===== src/gbn_sw_pkg.sv =====
package gbn_sw_pkg;

  localparam int unsigned SEQ_W = 14;
  localparam int unsigned CNT_W = 15;
  localparam int unsigned BYTES_W = 24;
  localparam int unsigned WIN_W = 5;
  localparam int unsigned TICK_W = 16;
  localparam int unsigned CFG_IDX_W = 1;
  localparam int unsigned CFG_DATA_W = 16;
  localparam int unsigned RESULT_CAP = 16;
  localparam logic [CNT_W-1:0] SEQ_SPACE = 15'd16384;

  localparam logic [1:0] REQ_START = 2'd0;
  localparam logic [1:0] REQ_ACK = 2'd1;
  localparam logic [1:0] REQ_TICK = 2'd2;

  localparam logic [1:0] KIND_SEND = 2'd0;
  localparam logic [1:0] KIND_RESEND = 2'd1;
  localparam logic [1:0] KIND_CLOSE = 2'd2;

  localparam logic [CFG_IDX_W-1:0] REG_WINDOW_SIZE = 1'd0;
  localparam logic [CFG_IDX_W-1:0] REG_TIMEOUT_TICKS = 1'd1;

  typedef struct packed {
    logic [1:0]         req_type;
    logic [SEQ_W-1:0]   ack_seq;
    logic [BYTES_W-1:0] file_bytes;
  } in_item_t;

  typedef struct packed {
    logic [1:0]       kind;
    logic [SEQ_W-1:0] seq;
    logic             last;
  } out_item_t;

  typedef struct packed {
    logic load;
    logic div_start;
    logic apply_start;
    logic apply_ack;
    logic apply_tick;
    logic emit_send;
    logic emit_resend;
    logic emit_close;
  } dp_cmd_t;

  typedef struct packed {
    logic [1:0] req;
    logic       ack_ok;
    logic       ack_close;
    logic       active;
    logic       tick_timeout;
    logic       div_done;
    logic       cnt_zero;
    logic       fill_ok;
    logic       resend_ok;
    logic       slot_free;
  } dp_stat_t;

endpackage


===== src/gbn_sw_div.sv =====
module gbn_sw_div #(
  parameter int unsigned DIVISOR = 1024
) (
  input  logic                                 clk,
  input  logic                                 rst,
  input  logic                                 start,
  input  logic [gbn_sw_pkg::BYTES_W-1:0]       dividend,
  output logic                                 done,
  output logic [gbn_sw_pkg::BYTES_W-1:0]       quot
);

  // The quotient is rounded up by adding DIVISOR - 1 first, then divided by
  // multiplying with a rounded-up reciprocal, which is exact for every sum.
  localparam int unsigned D_I = (DIVISOR < 1) ? 1 : DIVISOR;
  localparam int unsigned SUM_W = gbn_sw_pkg::BYTES_W + 1;
  localparam int unsigned LOG_D = $clog2(D_I);
  localparam int unsigned SHIFT = SUM_W + LOG_D;
  localparam int unsigned RECIP_W = SUM_W + 1;
  localparam int unsigned PROD_W = SUM_W + RECIP_W;
  localparam longint unsigned RECIP_I =
    ((64'd1 << SHIFT) + 64'(D_I) - 64'd1) / 64'(D_I);
  localparam logic [RECIP_W-1:0] RECIP = RECIP_W'(RECIP_I);
  localparam logic [SUM_W-1:0] BIAS = SUM_W'(D_I - 1);

  logic                 busy;
  logic [SUM_W-1:0]     sum;
  logic [PROD_W-1:0]    prod;
  logic [PROD_W-1:0]    prod_sh;

  assign prod_sh = prod >> SHIFT;
  assign quot = prod_sh[gbn_sw_pkg::BYTES_W-1:0];

  always_ff @(posedge clk) begin
    if (rst) begin
      busy <= 1'b0;
      done <= 1'b0;
    end else begin
      busy <= start;
      done <= busy;
    end
    if (start) begin
      sum <= {1'b0, dividend} + BIAS;
    end
    if (busy) begin
      prod <= PROD_W'(sum) * PROD_W'(RECIP);
    end
  end

endmodule


===== src/gbn_sw_dp.sv =====
module gbn_sw_dp #(
  parameter int unsigned WIN_MAX = 16,
  parameter int unsigned PAYLOAD_BYTES = 1024
) (
  input  logic                                clk,
  input  logic                                rst,
  input  gbn_sw_pkg::in_item_t                in_data,
  output gbn_sw_pkg::out_item_t               out_data,
  output logic                                out_valid,
  input  logic                                out_ready,
  input  logic                                cfg_valid,
  input  logic [gbn_sw_pkg::CFG_IDX_W-1:0]    cfg_index,
  input  logic [gbn_sw_pkg::CFG_DATA_W-1:0]   cfg_data,
  input  gbn_sw_pkg::dp_cmd_t                 cmd,
  output gbn_sw_pkg::dp_stat_t                stat
);

  localparam int unsigned WIN_LIM_I =
    (WIN_MAX > gbn_sw_pkg::RESULT_CAP) ? gbn_sw_pkg::RESULT_CAP :
    ((WIN_MAX < 1) ? 1 : WIN_MAX);
  localparam logic [gbn_sw_pkg::WIN_W-1:0] WIN_LIM = gbn_sw_pkg::WIN_W'(WIN_LIM_I);

  logic [gbn_sw_pkg::WIN_W-1:0]    window_size;
  logic [gbn_sw_pkg::TICK_W-1:0]   timeout_ticks;
  logic                            active;
  logic [gbn_sw_pkg::SEQ_W-1:0]    window_base;
  logic [gbn_sw_pkg::CNT_W-1:0]    next_seq;
  logic [gbn_sw_pkg::CNT_W-1:0]    packet_total;
  logic [gbn_sw_pkg::TICK_W-1:0]   idle_ticks;
  logic [gbn_sw_pkg::CNT_W-1:0]    resend_seq;
  gbn_sw_pkg::in_item_t            item;

  logic                            div_done;
  logic [gbn_sw_pkg::BYTES_W-1:0]  div_quot;
  logic [gbn_sw_pkg::CNT_W-1:0]    cnt;

  logic [gbn_sw_pkg::WIN_W-1:0]    eff_win;
  logic [gbn_sw_pkg::TICK_W-1:0]   tick_lim;
  logic [gbn_sw_pkg::TICK_W-1:0]   idle_sat;
  logic [gbn_sw_pkg::CNT_W-1:0]    ack_next;
  logic [gbn_sw_pkg::CNT_W-1:0]    outstanding;
  logic [gbn_sw_pkg::CNT_W:0]      seq_inc;
  logic                            fill_last;
  logic                            slot_free;

  gbn_sw_div #(
    .DIVISOR (PAYLOAD_BYTES)
  ) u_div (
    .clk      (clk),
    .rst      (rst),
    .start    (cmd.div_start),
    .dividend (item.file_bytes),
    .done     (div_done),
    .quot     (div_quot)
  );

  always_comb begin
    if (div_quot > gbn_sw_pkg::BYTES_W'(gbn_sw_pkg::SEQ_SPACE)) begin
      cnt = gbn_sw_pkg::SEQ_SPACE;
    end else begin
      cnt = div_quot[gbn_sw_pkg::CNT_W-1:0];
    end

    if (window_size == '0) begin
      eff_win = gbn_sw_pkg::WIN_W'(1);
    end else if (window_size > WIN_LIM) begin
      eff_win = WIN_LIM;
    end else begin
      eff_win = window_size;
    end

    tick_lim = (timeout_ticks == '0) ? gbn_sw_pkg::TICK_W'(1) : timeout_ticks;
    idle_sat = (idle_ticks == '1) ? idle_ticks : idle_ticks + 1'b1;
    ack_next = {1'b0, item.ack_seq} + 1'b1;
    outstanding = next_seq - {1'b0, window_base};
    seq_inc = {1'b0, next_seq} + 1'b1;
    fill_last = (seq_inc >= {1'b0, packet_total})
             || ({1'b0, outstanding} + 1'b1 >= (gbn_sw_pkg::CNT_W + 1)'(eff_win));
    slot_free = !out_valid || out_ready;
  end

  always_comb begin
    stat.req = item.req_type;
    stat.ack_ok = active && (item.ack_seq >= window_base)
               && ({1'b0, item.ack_seq} < next_seq);
    stat.ack_close = (ack_next >= packet_total);
    stat.active = active;
    stat.tick_timeout = (idle_sat >= tick_lim);
    stat.div_done = div_done;
    stat.cnt_zero = (cnt == '0);
    stat.fill_ok = (next_seq < packet_total)
                && (outstanding < gbn_sw_pkg::CNT_W'(eff_win));
    stat.resend_ok = (resend_seq < next_seq);
    stat.slot_free = slot_free;
  end

  always_ff @(posedge clk) begin
    if (rst) begin
      window_size <= gbn_sw_pkg::WIN_W'(5);
      timeout_ticks <= gbn_sw_pkg::TICK_W'(3);
      active <= 1'b0;
      window_base <= '0;
      next_seq <= '0;
      packet_total <= '0;
      idle_ticks <= '0;
      out_valid <= 1'b0;
    end else begin
      if (cfg_valid) begin
        case (cfg_index)
          gbn_sw_pkg::REG_WINDOW_SIZE: window_size <= cfg_data[gbn_sw_pkg::WIN_W-1:0];
          gbn_sw_pkg::REG_TIMEOUT_TICKS: timeout_ticks <= cfg_data;
          default: ;
        endcase
      end

      if (cmd.apply_start) begin
        packet_total <= cnt;
        window_base <= '0;
        next_seq <= '0;
        idle_ticks <= '0;
        active <= (cnt != '0);
      end

      if (cmd.apply_ack) begin
        idle_ticks <= '0;
        window_base <= ack_next[gbn_sw_pkg::SEQ_W-1:0];
        if (stat.ack_close) begin
          active <= 1'b0;
        end
      end

      if (cmd.apply_tick) begin
        if (stat.tick_timeout) begin
          idle_ticks <= '0;
        end else begin
          idle_ticks <= idle_sat;
        end
      end

      if (cmd.emit_send) begin
        next_seq <= seq_inc[gbn_sw_pkg::CNT_W-1:0];
      end

      if (cmd.emit_send || cmd.emit_resend || cmd.emit_close) begin
        out_valid <= 1'b1;
      end else if (out_ready) begin
        out_valid <= 1'b0;
      end
    end
  end

  always_ff @(posedge clk) begin
    if (cmd.load) begin
      item <= in_data;
    end
    if (cmd.apply_tick) begin
      resend_seq <= {1'b0, window_base};
    end else if (cmd.emit_resend) begin
      resend_seq <= resend_seq + 1'b1;
    end
    if (cmd.emit_send) begin
      out_data.kind <= gbn_sw_pkg::KIND_SEND;
      out_data.seq <= next_seq[gbn_sw_pkg::SEQ_W-1:0];
      out_data.last <= fill_last;
    end else if (cmd.emit_resend) begin
      out_data.kind <= gbn_sw_pkg::KIND_RESEND;
      out_data.seq <= resend_seq[gbn_sw_pkg::SEQ_W-1:0];
      out_data.last <= (resend_seq + 1'b1 == next_seq);
    end else if (cmd.emit_close) begin
      out_data.kind <= gbn_sw_pkg::KIND_CLOSE;
      out_data.seq <= '0;
      out_data.last <= 1'b1;
    end
  end

endmodule


===== src/gbn_sw_ctrl.sv =====
module gbn_sw_ctrl (
  input  logic                  clk,
  input  logic                  rst,
  input  logic                  in_valid,
  output logic                  in_ready,
  input  gbn_sw_pkg::dp_stat_t  stat,
  output gbn_sw_pkg::dp_cmd_t   cmd
);

  typedef enum logic [2:0] {
    S_IDLE,
    S_EXEC,
    S_DIV,
    S_FILL,
    S_RESEND,
    S_CLOSE
  } state_t;

  state_t state;
  state_t state_next;

  assign in_ready = (state == S_IDLE);

  always_comb begin
    cmd = '0;
    state_next = state;
    case (state)
      S_IDLE: begin
        if (in_valid) begin
          cmd.load = 1'b1;
          state_next = S_EXEC;
        end
      end
      S_EXEC: begin
        state_next = S_IDLE;
        case (stat.req)
          gbn_sw_pkg::REQ_START: begin
            cmd.div_start = 1'b1;
            state_next = S_DIV;
          end
          gbn_sw_pkg::REQ_ACK: begin
            if (stat.ack_ok) begin
              cmd.apply_ack = 1'b1;
              state_next = stat.ack_close ? S_CLOSE : S_FILL;
            end
          end
          gbn_sw_pkg::REQ_TICK: begin
            if (stat.active) begin
              cmd.apply_tick = 1'b1;
              if (stat.tick_timeout) begin
                state_next = S_RESEND;
              end
            end
          end
          default: ;
        endcase
      end
      S_DIV: begin
        if (stat.div_done) begin
          cmd.apply_start = 1'b1;
          state_next = stat.cnt_zero ? S_CLOSE : S_FILL;
        end
      end
      S_FILL: begin
        if (!stat.fill_ok) begin
          state_next = S_IDLE;
        end else if (stat.slot_free) begin
          cmd.emit_send = 1'b1;
        end
      end
      S_RESEND: begin
        if (!stat.resend_ok) begin
          state_next = S_IDLE;
        end else if (stat.slot_free) begin
          cmd.emit_resend = 1'b1;
        end
      end
      S_CLOSE: begin
        if (stat.slot_free) begin
          cmd.emit_close = 1'b1;
          state_next = S_IDLE;
        end
      end
      default: state_next = S_IDLE;
    endcase
  end

  always_ff @(posedge clk) begin
    if (rst) begin
      state <= S_IDLE;
    end else begin
      state <= state_next;
    end
  end

endmodule


===== src/go_back_n_sender_window_unit.sv =====
// Go-back-N sender window unit. Requests enter on in_valid/in_ready: a start
// carrying a byte count, an acknowledgement carrying a sequence number, or a
// time tick. Send, resend and close commands leave on out_valid/out_ready, and
// the final command caused by one request has last set. The window size and
// timeout registers are written through cfg_valid/cfg_ready; the user must
// write them only while idle, as the block itself does not enforce this.
// A request is taken only in the idle state and is decoded in the next cycle.
// A start finds its packet count with a two-stage reciprocal multiplier, which
// registers the rounded-up sum and then the product before its first command.
// Commands follow one per cycle while the output is taken.
// The next request is taken only once the sequencer has issued every command
// of the last one and returned to idle.
// When the receiver stalls, the single output register holds its command and
// the sequencer waits; no command is lost or repeated.
// Reset clears the transfer state, empties the output register, and restores
// a window size of 5 and a timeout of 3 ticks; no clearing pass is needed.
module go_back_n_sender_window_unit #(
  parameter int unsigned WIN_MAX = 16,
  parameter int unsigned PAYLOAD_BYTES = 1024
) (
  input  logic                                clk,
  input  logic                                rst,
  input  logic                                in_valid,
  output logic                                in_ready,
  input  gbn_sw_pkg::in_item_t                in_data,
  output logic                                out_valid,
  input  logic                                out_ready,
  output gbn_sw_pkg::out_item_t               out_data,
  input  logic                                cfg_valid,
  output logic                                cfg_ready,
  input  logic [gbn_sw_pkg::CFG_IDX_W-1:0]    cfg_index,
  input  logic [gbn_sw_pkg::CFG_DATA_W-1:0]   cfg_data
);

  gbn_sw_pkg::dp_cmd_t  cmd;
  gbn_sw_pkg::dp_stat_t stat;

  assign cfg_ready = 1'b1;

  gbn_sw_ctrl u_ctrl (
    .clk      (clk),
    .rst      (rst),
    .in_valid (in_valid),
    .in_ready (in_ready),
    .stat     (stat),
    .cmd      (cmd)
  );

  gbn_sw_dp #(
    .WIN_MAX       (WIN_MAX),
    .PAYLOAD_BYTES (PAYLOAD_BYTES)
  ) u_dp (
    .clk       (clk),
    .rst       (rst),
    .in_data   (in_data),
    .out_data  (out_data),
    .out_valid (out_valid),
    .out_ready (out_ready),
    .cfg_valid (cfg_valid),
    .cfg_index (cfg_index),
    .cfg_data  (cfg_data),
    .cmd       (cmd),
    .stat      (stat)
  );

endmodule


===== config.mk =====
export PLATFORM = sky130hd
export DESIGN_NAME = go_back_n_sender_window_unit
export DESIGN_NICKNAME = d
export VERILOG_FILES = /design/src/gbn_sw_pkg.sv /design/src/gbn_sw_div.sv /design/src/gbn_sw_dp.sv /design/src/gbn_sw_ctrl.sv /design/src/go_back_n_sender_window_unit.sv
export SDC_FILE = /design/constraint.sdc
export NUM_CORES = 1
export LEC_CHECK = 0
export BUFFER_PORTS_ARGS = -buffer_cell sky130_fd_sc_hd__buf_2
export CELL_PAD_IN_SITES_DETAIL_PLACEMENT = 2
export CELL_PAD_IN_SITES_GLOBAL_PLACEMENT = 2
export CORE_MARGIN = 3
export CORE_UTILIZATION = 35
export CTS_BUF_LIST = sky130_fd_sc_hd__clkbuf_8 sky130_fd_sc_hd__clkbuf_16
export CTS_CLUSTER_DIAMETER = 50
export CTS_CLUSTER_SIZE = 24
export DETAILED_ROUTE_END_ITERATION = 8
export PLACE_DENSITY = 0.76
export REMOVE_ABC_BUFFERS = 1
export SYNTH_ARGS = -nofsm -noshare
export SYNTH_HDL_FRONTEND = slang
export SYNTH_SLANG_ARGS = --single-unit

===== constraint.sdc =====
create_clock -name clk -period 3.7 [get_ports clk]
set_input_delay 0.185 -clock clk [delete_from_list [all_inputs] [get_ports clk]]
set_output_delay 0.185 -clock clk [all_outputs]
set_load 0.01 [all_outputs]

# Yosys cells after proc, flatten, opt, wreduce, memory -nomap -nowiden
# Cells that the tools add are included.
[word_totals]
input_bits = 62
word_cells = 132
reg_bits = 210
output_inout_bits = 20
[op_classes]
n_reduce_logical = 25
n_lt_le_gt_ge = 11
n_bitwise = 1
n_mux = 52
addsub = 7
n_eq_ne = 14
[ops]
columns = ["operator", "n"]
rows = [
  ["$mux 16", 8],
  ["$mux 15", 4],
  ["$mux 14", 4],
  ["$add 15x1->16 const B", 2],
  ["$lt 15x15->1", 2],
  ["$mux 3", 10],
  ["$add 24x10->25 const B", 1],
  ["$mux 1", 21],
  ["$pmux 3 s6", 1],
  ["$add 16x1->16 const B", 1],
  ["$eq 16x16->1 const B", 1],
  ["$ge 16x15->1", 1],
  ["$ge 16x16->1", 1],
  ["$ge 16x5->1", 1],
  ["$logic_not 16->1", 1],
  ["$add 14x1->15 const B", 1],
  ["$add 15x1->15 const B", 1],
  ["$eq 15x15->1", 1],
  ["$ge 15x15->1", 1],
  ["$gt 15x15->1 const B", 1],
  ["$logic_not 15->1", 1],
  ["$lt 14x15->1", 1],
  ["$lt 15x5->1", 1],
  ["$reduce_bool 15->1", 1],
  ["25 further kinds", 42],
]

# Longest topological paths before layout
# Gate-level depths: netlist of the first run.
[logic_depth]
word_depth = 10
mapped_depth = 17
depth_no_buf = 16

# Modules after synthesis
# A second synthesis of the first run with hierarchy kept.
[hier_totals]
cells_unflattened = 1292
hier_area_um2 = 12029.0
[modules_own_cells]
columns = ["mod", "cells_per_inst", "instances", "area_per_inst_um2", "seq_area_each_um2"]
rows = [
  ["gbn_sw_dp", 1152, 1, 10321.1, 3793.6],
  ["gbn_sw_div", 88, 1, 1345.0, 940.9],
  ["gbn_sw_ctrl", 50, 1, 351.6, 60.1],
  ["go_back_n_sender_window_unit", 2, 1, 11.3, 0.0],
]

# Least setup slack after synthesis of the first run
# OpenSTA, ideal clock, no wires.
[synth_timing]
path_kind = "register to register"
startpoint = "register u_dp.next_seq[0] in the netlist's numbering"
endpoint = "register u_dp.out_data[0] (netlist name)"
t_arrival_ns = 3.654
setup_ns = 0.265
path_stages_with_launch = 16
n_path_buf = 1
t_required_ns = 3.435
synth_period_minus_slack_ns = 3.919
setup_slack_ns = -0.219
cell_sequence = "dfxtp_1 -> inv_1 -> ha_1 -> fa_1 -> nand2b_1 -> a21oi_1 -> nor2_1 -> ha_1 -> a221oi_1 -> nand4_1 -> nor4_1 -> nand4_1 -> nor4_4 -> and2_4 -> buf_12 -> a31oi_2"
[synth_between]
elab_chain_cells = 6
word_cells_on_any_way = 17
classes_between = "add/sub: 3; order compare: 5; eq/ne: 1; mux: 6; reduce/logical: 2"
[synth_lines]
columns = ["item", "line_no", "text"]
rows = [
  ["start: declaration", "gbn_sw_dp.sv:27", "logic [gbn_sw_pkg::CNT_W-1:0] next_seq;"],
  ["start signal: assignment", "gbn_sw_dp.sv:141", "next_seq <= seq_inc[gbn_sw_pkg::CNT_W-1:0];"],
  ["parallel branches: the longest is 5 deep, another holds $add 15x1->16", "--", ""],
  ["$mux 15 *", "gbn_sw_dp.sv:161", "if (cmd.emit_send) begin"],
]
# Mark *: on every way between the ends.
# A chain may end at the register's enable or synchronous reset.

# Final worst setup path of the first run
[layout_timing]
startpoint = "register u_dp.idle_ticks[4] in the netlist's numbering"
endpoint = "register u_dp.idle_ticks[2] in the netlist's numbering"
[layout_between]
elab_chain_cells = 5
word_cells_on_any_way = 6
classes_between = "add/sub: 1; order compare: 1; eq/ne: 1; mux: 3"
[layout_lines]
columns = ["item", "line_no", "text"]
rows = [
  ["start: declaration", "gbn_sw_dp.sv:29", "logic [gbn_sw_pkg::TICK_W-1:0] idle_ticks;"],
  ["start signal: assignment", "gbn_sw_dp.sv:136", "idle_ticks <= idle_sat;"],
  ["$add 16x1->16 or $eq 16x16->1 (tied branches)", "gbn_sw_dp.sv:73", "idle_sat = (idle_ticks == '1) ? idle_ticks : idle_ticks + 1'b1;"],
  ["$mux 16 *", "gbn_sw_dp.sv:73", ""],
  ["$ge 16x16->1", "gbn_sw_dp.sv:88", "stat.tick_timeout = (idle_sat >= tick_lim);"],
  ["$mux 16 *", "gbn_sw_dp.sv:133", "if (stat.tick_timeout) begin"],
  ["$mux 16 *", "gbn_sw_dp.sv:132", "if (cmd.apply_tick) begin"],
]
# Every way passes the cells marked *; elsewhere a longest branch is shown, timed or not.

==> impl_results.md, run 1 <==
* Placement Setup Slack at -0.275 ns
* Tot GR Track Use at 24.7%
* Reg area at 4810 µm²
* Multi-input combinational cell area at 7060 µm²
* Critical path type: register to register
* Final Slew Violations at 0
* Internal power at 3.72 mW
* Sequential power share at 49.2%
* Critical Path Start Type: register
* Max-cap violation count at 0
* Unrepaired setup endpoints after global routing: yes
* Final hold violations at 0
* Most common cell in the synthesized netlist: ha_1
* Core area at 33900 µm²
* Peak supply drop at 0.340 mV
* Critical Path AT at 4.09 ns
* Worst-Skew Late Latency at 0.47 ns
* Post-Syn Area at 12100 µm²
* Synth Register Bits at 190
* Outcome: finished, violations left
* Synth area leader: edfxtp_1
* Post-route ant nets at 0
* Largest net degree at the start of global routing at 86
* Die W at 192 µm
* Synth cell types at 81
* Aggregate routed wire length at 45.8 mm
* Post-synth EDFFs at 99
* Final setup viols at 1
* Slew margin rel. at 30.8%
* WL/cell at 23.2 µm
* Vias in the first global route at 12.1k
* Async set or reset register ratio after synthesis at 0%
* Diodes inserted at 0
* Worst EP required at 4.08 ns
* # clock sinks at 190
* Ys flop type: edfxtp_1
* Synth area leaders: edfxtp_1 (24%), dfxtp_1 (15%), ha_1 (14%)
* Power, Total at 5.30 mW
* PD cells at 353 nW/µm²
* CTS tree: built
* Slew @ Worst Pin at 1.04 ns
* Clock skew at 0.0147 ns
* CTS max path bufs at 2
* # placed instances at 1870
* Row Count at 67
* 1st-pass router iterations at 5
* Most instantiated cells after synthesis: ha_1 (132), nand2_1 (110), edfxtp_1 (99), a21oi_1 (97), nor2_1 (97)
* Post-Syn Instances at 1316
* Leak pwr at 5.98 nW
* Tcrit/Tclk final at 100%
* Fillers at 3662
* Syn. warnings at 0
* Antenna violations before repair at 1
* Post-synthesis sequential area ratio at 39.5%
* Residual DRC at 0
* Sw frac at 29.8%
* Routed vias/inst at 5.62
* Area grow syn2layout at 23.6%
* Clk root buf: clkbuf_16
* Yosys top cell area share at 24.5%
* Final Non-Filler Cells at 1976
* Final worst slack at -0.0127 ns
* Num CTS Buffers at 17
* Layout cells sized above 1 at 18.8%
* Port-buffer cells at 80
* Violated checks: negative setup slack
* Class of the worst hold path: input pin to register
* Max Freq at 269 MHz
* Grt ovf at 0
* RD Place Congestion at 0.929
* Via Count at 11.1k
* Post-Syn Area per Cell at 9.23 µm²
* Full die area at 37000 µm²
* CTS H-tree lvls at 4
* Nets at 1710
* First-pass GRT wire length at 69.8 mm
* Final Critical Period at 3.71 ns
* Net Switching at 1.58 mW
* Ports at 82
* Gate power share at 15.6%
* Clk pin slew, worst setup/hold paths at 0.08 ns
* Critical Path Fanout Max at 7
* Iteration-0 DRC Markers at 605
* DP HPWL at 32.6 mm
* Starting density of the core at 35.9%
* Clock power frac at 35.2%
* Die Ht at 192 µm
* CP endpoint kind: register
-- timing repair --
action                                 4_1_cts  5_1_grt
setup endpoints to repair                   66       67
pin swaps                                    9       27
hold buffers                                55        0
setup buffers                               12        7
cloned                                       2        0
endpoints found under the hold margin       60        0
resized for setup                           26       52
-- sequential cells by signal, summed over array words and instances, names as in the netlist --
name	count
u_dp.resend_seq	15
u_dp.u_div.busy	1
u_dp.item	38
u_dp.next_seq	15
u_dp.u_div.done	1
u_ctrl.state	3
u_dp.window_base	14
u_dp.timeout_ticks	16
u_dp.stat	2
u_dp.u_div.sum	15
u_dp.out_valid	1
u_dp.packet_total	15
u_dp.out_data	17
u_dp.u_div.prod	15
u_dp.active	1
u_dp.idle_ticks	16
u_dp.window_size	5
-- critical path, stage by stage, from the launching register on --
cell     delay [ns]
dfxtp_2        0.34
and4_4         0.27
nand3_4        0.09
buf_4          0.18
nor4_2         0.41
nor2_1         0.21
xnor2_2        0.20
ha_1           0.33
a21o_1         0.16
a21o_1         0.17
a21oi_2        0.15
o21ai_2        0.12
a211o_4        0.40
buf_4          0.17
a21oi_2        0.12
o21ai_1        0.09
a21oi_1        0.21
-- stage by stage --
stage                     utilization (%)  area [µm²]  hold slack, ns   TNS [ns]
final                                44.3       15000          0.0381    -0.0127
after global routing                 44.3       15000          0.0116      -1.97
after CTS                            43.8       14800          0.0151          0
after detailed placement             39.8       13500           0.364      -6.63
after global placement               39.8       13500           0.362  -0.000107
after floorplan                         -       11900           0.254     -18.20
-- cell type report --
class	instances	area share, %
Clock buffer	17	2.83
Inverter	85	2.15
Multi-Input combinational cell	993	47.1
Clock inverter	15	0.934
Tap cell	448	3.73
Timing Repair Buffer	228	11.3
Sequential cell	190	32.0
-- placed cells by master, fill, tap and decap left out, drive strengths merged, types with 15 or more instances in the layout --
master | Yosys | routed
buf | 13 | 173
ha | 132 | 132
nand2 | 111 | 111
edfxtp | 99 | 99
a21oi | 98 | 98
nor2 | 97 | 97
inv | 85 | 94
dfxtp | 91 | 91
nand3 | 76 | 76
o21ai | 65 | 65
dlygate4sd3 | 0 | 55
xnor2 | 53 | 53
xor2 | 30 | 30
nand4 | 25 | 25
and3 | 25 | 25
nor3 | 25 | 25
nand2b | 23 | 23
a21o | 22 | 22
a22oi | 18 | 18
nor4 | 18 | 18
clkbuf | 36 | 17
o211ai | 16 | 16
nor2b | 15 | 15
-- power by group through the flow --
| stage | Sequential (mW) | Combinational [mW] | Clock (mW) |
|---|---|---|---|
| detailed placement | 2.65 | 0.762 | 0 |
| global placement | 2.64 | 0.718 | 0 |
| finish | 2.60 | 0.828 | 1.86 |
| CTS | 2.60 | 0.841 | 1.91 |
| global route | 2.63 | 0.935 | 1.99 |
| floorplan | 2.60 | 0.455 | 0 |
-- final timing paths --
kind / from / to / slack (ns) / depth (start not counted)
worst max register to register: u_dp.idle_ticks[4]$_SDFFE_PP0P_ / u_dp.idle_ticks[2]$_SDFFE_PP0P_ / -0.01 / 16
worst max-delay path: u_dp.idle_ticks[4]$_SDFFE_PP0P_ / u_dp.idle_ticks[2]$_SDFFE_PP0P_ / -0.01 / 16
worst min-delay path: cfg_data[5] / u_dp.timeout_ticks[5]$_SDFFE_PP0P_ / 0.04 / 3
worst min register to register: u_dp.u_div.sum[10]$_DFFE_PP_ / u_dp.u_div.prod[35]$_DFFE_PP_ / 0.42 / 0
-- logic make-up (layout without fill, tap and decap cells) --
family                     Yosys count  count (layout)  share of synthesized area (%)
AOI/OAI and AO/OA                  295             296                           15.6
xor gates and xnor gates            83              83                           5.99
adders and majority gates          133             133                           13.8
buffers and inverters              134             345                           4.49
DFF                                190             190                           39.5
muxes                               11              11                          0.938
other                                1               1                         0.0309
and+or+nand+nor                    469             469                           19.7
-- layer usage --
| metal | track usage (%) | wire (µm) | part of all wire [%] |
|---|---|---|---|
| met5 | 0 | 11 | 0.024 |
| met4 | 8.66 | 943 | 2.1 |
| met3 | 3.96 | 1650 | 3.6 |
| met2 | 42.4 | 22900 | 50 |
| met1 | 31.4 | 20300 | 44 |
Note: power is estimated with default switching activity, not from simulation.
==> inputs of run 2 (changes only) <==
- BUFFER_PORTS_ARGS: -buffer_cell sky130_fd_sc_hd__buf_2 -> not set
- CORE_MARGIN: 3 -> 1.5
- CORE_UTILIZATION: 35 -> 37
- DONT_BUFFER_PORTS: not set -> 1
==> run 2 against run 1 <==
Against the previous run: the run still ends with negative setup slack left; cell count is 5.0% lower; sequential share of layout area is 1.0 points higher; non-clock buffer count is 91 lower; register-to-register slack hardly changed; clock power hardly changed; largest power group unchanged.
==> impl_results.md, run 2 (synthesis gave the netlist of run 1 again) <==
* Starting density of the core at 37.4%
* Layout cells sized above 1 at 12.9%
* Biggest regs: u_dp.item x38, u_dp.out_data x17
* Commonest non-fill, non-tap cells in the layout: ha_1 (127), nand2_1 (110), edfxtp_1 (99)
* Outcome: finished, violations left
* Commonest non-fill, non-tap cell in the layout: ha_1
* WL/cell at 23.2 µm
* RR Endpoint: u_dp.out_data[12]$_DFFE_PP_
* Reg with most FFs: u_dp.item
* CTS H-tree lvls at 4
* Critical Path Fanout Max at 15
* Antenna violations before repair at 0
* Critical path type: register to register
* Die W at 184 µm
* Diodes inserted at 0
* Internal power at 3.64 mW
* Via Count at 10.7k
* Critical Path Start Type: register
* Clock power frac at 36.1%
* Max Freq at 270 MHz
* DP HPWL at 31.7 mm
* Worst Hold Depth at 3
* Vias in the first global route at 11.7k
* Peak supply drop at 0.423 mV
* Port-buffer cells at 0
* Area grow syn2layout at 19.7%
* Placement Setup Slack at -0.0980 ns
* Cell depth of the worst flop-to-flop path at 16
* Num CTS Buffers at 17
* Gate power share at 14.0%
* Cell area after layout at 14500 µm²
* Ports at 82
* Sw frac at 30.7%
* Worst EP required at 3.88 ns
* Critical Path AT at 3.88 ns
* Reg2reg setup slack at -0.004 ns
* Max FFs per register at 38
* Tcrit/Tclk final at 100%
* Net Switching at 1.62 mW
* Class of the worst hold path: input pin to register
* Max-cap violation count at 0
* CTS tree: built
* Full die area at 33900 µm²
* 1st-pass router iterations at 6
* Hold endpoint: u_dp.next_seq[11]$_SDFFE_PP0P_
* CTS max path bufs at 2
* Leak pwr at 5.64 nW
* Residual DRC at 0
* Hold path startpoint: rst
* Aggregate routed wire length at 43.6 mm
* # clock sinks at 190
* Largest net degree at the start of global routing at 76
* Clock skew at 0.0166 ns
* Final Critical Period at 3.70 ns
* Final setup viols at 12
* Tot GR Track Use at 26.3%
* First-pass GRT wire length at 67.7 mm
* Die Ht at 184 µm
* Violated checks: negative setup slack
* Nets at 1618
* Clk pin slew, worst setup/hold paths at 0.09 ns
* Final setup TNS at -0.0212 ns
* Placed inst area at 13000 µm²
* Final Slew Violations at 0
* CP endpoint kind: register
* Core area at 32500 µm²
* Grt ovf at 0
* Iteration-0 DRC Markers at 607
* PD cells at 362 nW/µm²
* Slew margin rel. at 36.5%
* Clk root buf: clkbuf_16
* Sequential power share at 50.0%
* Routed vias/inst at 5.69
* Unrepaired setup endpoints after global routing: yes
* RR Startpoint: u_dp.window_base[2]$_SDFFE_PP0P_
* RD Place Congestion at 0.892
* Worst-Skew Late Latency at 0.47 ns
* Slew @ Worst Pin at 0.953 ns
* Final hold violations at 0
* Final worst slack at -0.00364 ns
* Row Count at 66
* Post-route ant nets at 0
run 2: metrics by stage:
stage | instances | power (mW) | utilization (%) | hold WS (ns)
6_report | 1878 | 5.26 | 44.8 | 0.0196
2_1_floorplan | 1267 | 3.05 | - | 0.254
5_1_grt | 1878 | 5.48 | 44.8 | 0.0366
3_5_place_dp | 1773 | 3.32 | 40.0 | 0.270
4_1_cts | 1870 | 5.27 | 44.0 | 0.00117
3_3_place_gp | 1773 | 3.26 | 40.0 | 0.267
run 2: timing repair:
| action | in CTS | in global routing |
|---|---|---|
| gates resized for setup | 15 | 54 |
| buffers inserted | 6 | 6 |
| hold endpoints to repair | 119 | 0 |
| gates cloned | 0 | 2 |
| pin swaps | 10 | 22 |
| hold buffers | 59 | 0 |
| endpoints found under the setup margin | 54 | 67 |
run 2: how the worst max path moves through the flow:
stage,endpoint,startpoint,depth (start not counted)
after global placement,u_dp.out_data[0]$_DFFE_PP_,u_dp.next_seq[0]$_SDFFE_PP0P_,15
after floorplan,u_dp.out_data[0]$_DFFE_PP_,u_dp.next_seq[0]$_SDFFE_PP0P_,13
after detailed placement,u_dp.idle_ticks[7]$_SDFFE_PP0P_,u_dp.idle_ticks[7]$_SDFFE_PP0P_,14
after global routing,u_dp.out_data[3]$_DFFE_PP_,u_dp.next_seq[0]$_SDFFE_PP0P_,17
final,u_dp.out_data[12]$_DFFE_PP_,u_dp.window_base[2]$_SDFFE_PP0P_,16
after CTS,u_dp.out_data[0]$_DFFE_PP_,u_dp.next_seq[0]$_SDFFE_PP0P_,15
run 2: layer usage:
layer / vias to the layer above / GRT usage (%) / routed length, µm
met5: - / 0 / 0
met4: 0 / 9.67 / 1470
met3: 63 / 3.04 / 1230
met2: 207 / 45.6 / 21500
met1: 5402 / 33.8 / 19400
li1: 5011 / - / -
run 2: power by group through the flow:
| stage | registers, mW | clock network (mW) | logic, mW |
|---|---|---|---|
| final | 2.63 | 1.89 | 0.735 |
| after global routing | 2.65 | 2.00 | 0.831 |
| after CTS | 2.62 | 1.92 | 0.726 |
| after detailed placement | 2.67 | 0 | 0.650 |
| after global placement | 2.65 | 0 | 0.609 |
| after floorplan | 2.60 | 0 | 0.455 |
run 2: area by class of cell:
class,instances,area (µm²)
clock buffer,17,425
sequential,190,4800
tap,442,553
multi-input combinational,992,6990
timing repair buffer,137,1280
clock inverter,15,160
fill,3503,17900
inverter,85,323
run 2: critical path: stages, from the launching register on:
cell and delay (ns):
dfxtp_1 0.40, inv_1 0.16, ha_2 0.22, nor2_1 0.35
a21oi_2 0.09, nor2_1 0.11, nor2_1 0.06, ha_1 0.32
a221oi_2 0.34, buf_4 0.17, nand3_2 0.07, nor4_2 0.22
o2111a_1 0.22, nand4b_1 0.18, buf_6 0.20, nand3b_1 0.13
buf_12 0.16
==> inputs of run 3 (changes only) <==
- ABC_AREA: not set -> 1
- CORE_UTILIZATION: 37 -> 35
==> run 3 against run 2 <==
Against the previous run: via count grew 6.1%; highest routed layer unchanged; worst setup slack gained 0.13 ns; the flow now finishes without violations; non-clock buffer count shrank 47; total power shrank 11%.
==> impl_results.md, run 3 <==
* Xor/xnor share of the synthesized area at 4.52%
* Max FFs per register at 38
* Post-route ant nets at 0
* Synth cell types at 47
* Full die area at 36600 µm²
* Clk pin slew, worst setup/hold paths at 0.09 ns
* Worst EP required at 4.10 ns
* Aggregate routed wire length at 44.7 mm
* Area grow syn2layout at 16.3%
* Max Freq at 280 MHz
* Post-Syn Area per Cell at 7.83 µm²
* Port-buffer cells at 0
* # clock sinks at 190
* Syn. warnings at 0
* Post-Syn Instances at 1587
* CTS H-tree lvls at 4
* Commonest non-fill, non-tap cells in the layout: nand2_1 (385), inv_1 (205), a21oi_1 (131)
* Peak supply drop at 0.349 mV
* CTS tree: built
* First-pass GRT wire length at 69.7 mm
* Diodes inserted at 0
* Tcrit/Tclk final at 96.7%
* Simple-gate share of the synthesized area at 25.2%
* Met3 Use GR at 3.27%
* Leak pwr at 6.06 nW
* Core area at 34700 µm²
* Largest net degree at the start of global routing at 66
* Most common cell in the synthesized netlist: nand2_1
* Die W at 191 µm
* RD Place Congestion at 0.846
* Tot GR Track Use at 25.1%
* PD cells at 325 nW/µm²
* Post-synth EDFFs at 99
* Routed vias/inst at 5.32
* Critical Path AT at 3.98 ns
* Class of the worst hold path: input pin to register
* Biggest regs: u_dp.item x38, u_dp.out_data x17
* Antenna violations before repair at 0
* Async set or reset register ratio after synthesis at 0%
* Grt ovf at 0
* Starting density of the core at 35.8%
* Synth area leader: edfxtp_1
* Final setup TNS at 0 ns
* Vias in the first global route at 12.5k
* Yosys top cell area share at 23.9%
* Outcome: complete, no violations
* Multi-input combinational cell area at 6820 µm²
* Power, Total at 4.70 mW
* Critical Path Start Type: register
* Worst-Skew Late Latency at 0.47 ns
* Commonest non-fill, non-tap cell in the layout: nand2_1
* Post-synthesis sequential area ratio at 38.6%
* Placed inst area at 13000 µm²
* Die Ht at 191 µm
* Critical Path Fanout Max at 8
* Num CTS Buffers at 17
* Synth Area in Compound Gates at 10.6%
* WL/cell at 20.9 µm
* Slew margin rel. at 41.3%
* Final worst slack at 0.123 ns
* Layout cells sized above 1 at 9.00%
* 1st-pass router iterations at 4
* Synth Register Bits at 190
* Slew @ Worst Pin at 0.879 ns
* Clk root buf: clkbuf_16
* Ports at 82
* Fillers at 3929
* Max-cap violation count at 0
* Grt met1 use at 29.6%
* Via Count at 11.3k
* Clock skew at 0.0172 ns
* Final setup viols at 0
* Ys flop type: edfxtp_1
* Cell area after layout at 14400 µm²
* CTS max path bufs at 2
* Grt peak-use layer: met2
* Nets at 1859
* DP HPWL at 33.6 mm
* Post-synthesis mux area share at 0%
* Residual DRC at 0
* Critical path type: register to register
* Row Count at 68
* Post-Synth Adder-Cell Area at 13.5%
* Synth area leaders: edfxtp_1 (24%), dfxtp_1 (15%), ha_1 (13%)
* Iteration-0 DRC Markers at 384
* Reg area at 4800 µm²
* Final hold violations at 0
* Reg with most FFs: u_dp.item
* Met2 Track Usage GR at 46.9%
* Placement Setup Slack at 0.0693 ns
* Final Slew Violations at 0
* Post-Syn Area at 12400 µm²
* CP endpoint kind: register
* Most instantiated cells after synthesis: nand2_1 (387), inv_1 (206), a21oi_1 (135), ha_1 (132), nor2_1 (112)
* Largest family of logic cells by synthesized area: simple AND/OR/NAND/NOR gates
* Final Critical Period at 3.58 ns
run 3: cell types whose count changed after synthesis, moves of 20 or more:
| cell | previous run | this run |
|---|---|---|
| and3_1 | 24 | 0 |
| xor2_1 | 30 | 51 |
| nand2_2 | 1 | 25 |
| nand2_1 | 110 | 387 |
| xnor2_1 | 53 | 8 |
| a21oi_1 | 97 | 135 |
| inv_1 | 85 | 206 |
| a21o_1 | 22 | 2 |
| nand2b_1 | 23 | 0 |
run 3: path summary, 6_finish.rpt:
kind	start	depth (start not counted)	end	slack, ns
worst min register to register	u_dp.u_div.sum[23]$_DFFE_PP_	0	u_dp.u_div.prod[48]$_DFFE_PP_	0.42
worst max-delay path	u_dp.idle_ticks[1]$_SDFFE_PP0P_	22	u_dp.idle_ticks[12]$_SDFFE_PP0P_	0.12
worst min-delay path	rst	2	u_dp.next_seq[13]$_SDFFE_PP0P_	0.08
worst max register to register	u_dp.idle_ticks[1]$_SDFFE_PP0P_	22	u_dp.idle_ticks[12]$_SDFFE_PP0P_	0.12
run 3: layout make-up:
cell class / instances / area share [%]
clock inverter: 15 / 1.14
tap: 455 / 3.94
multi-input combinational: 1152 / 47.2
clock buffer: 17 / 2.94
timing repair buffer: 90 / 5.99
sequential: 190 / 33.2
inverter: 213 / 5.57
run 3: through the flow:
stage                     instances  util (%)  hold slack (ns)
after floorplan                1555         -            0.247
after global placement         2034      37.6            0.275
after detailed placement       2034      37.6            0.282
after CTS                      2125      41.0          0.00172
after global routing           2132      41.6           0.0876
final                          2132      41.6           0.0795
run 3: metal layers:
| layer | routed length (µm) | share of wire (%) |
|---|---|---|
| met1 | 19300 | 43 |
| met2 | 23300 | 52 |
| met3 | 919 | 2.1 |
| met4 | 1150 | 2.6 |
| met5 | 0 | 0 |
run 3: power by group:
group          internal, mW  switching [mW]
clock                 0.908           0.985
combinational         0.168           0.269
sequential             2.30          0.0691
run 3: worst max-delay path, cell delays in order (launching register included):
cell,delay (ns)
dfxtp_2,0.34
ha_2,0.18
inv_1,0.08
nor3_4,0.20
inv_2,0.08
nor2_2,0.09
nand4_1,0.14
nor2_2,0.20
nand2_2,0.10
nor2_4,0.20
nor2_1,0.07
xor2_1,0.26
ha_1,0.33
a21oi_2,0.17
o21ai_1,0.08
nand2_1,0.06
o211ai_1,0.08
nand2_1,0.09
nand3_2,0.12
nor2_4,0.15
clkbuf_4,0.24
nand2_1,0.07
a21oi_1,0.16
run 3: cell families after synthesis:
group	count (synthesis)
buffers and inverters	245
xor gates and xnor gates	61
adders and majority gates	133
AOI/OAI and AO/OA	242
and+or+nand+nor	715
other	1
DFF	190
run 3: repair_timing:
action | CTS | global route
buffers inserted | 0 | 6
gates resized for setup | 0 | 43
hold buffers | 59 | 0
hold endpoints to repair | 126 | 0
setup endpoints to repair | 0 | 47
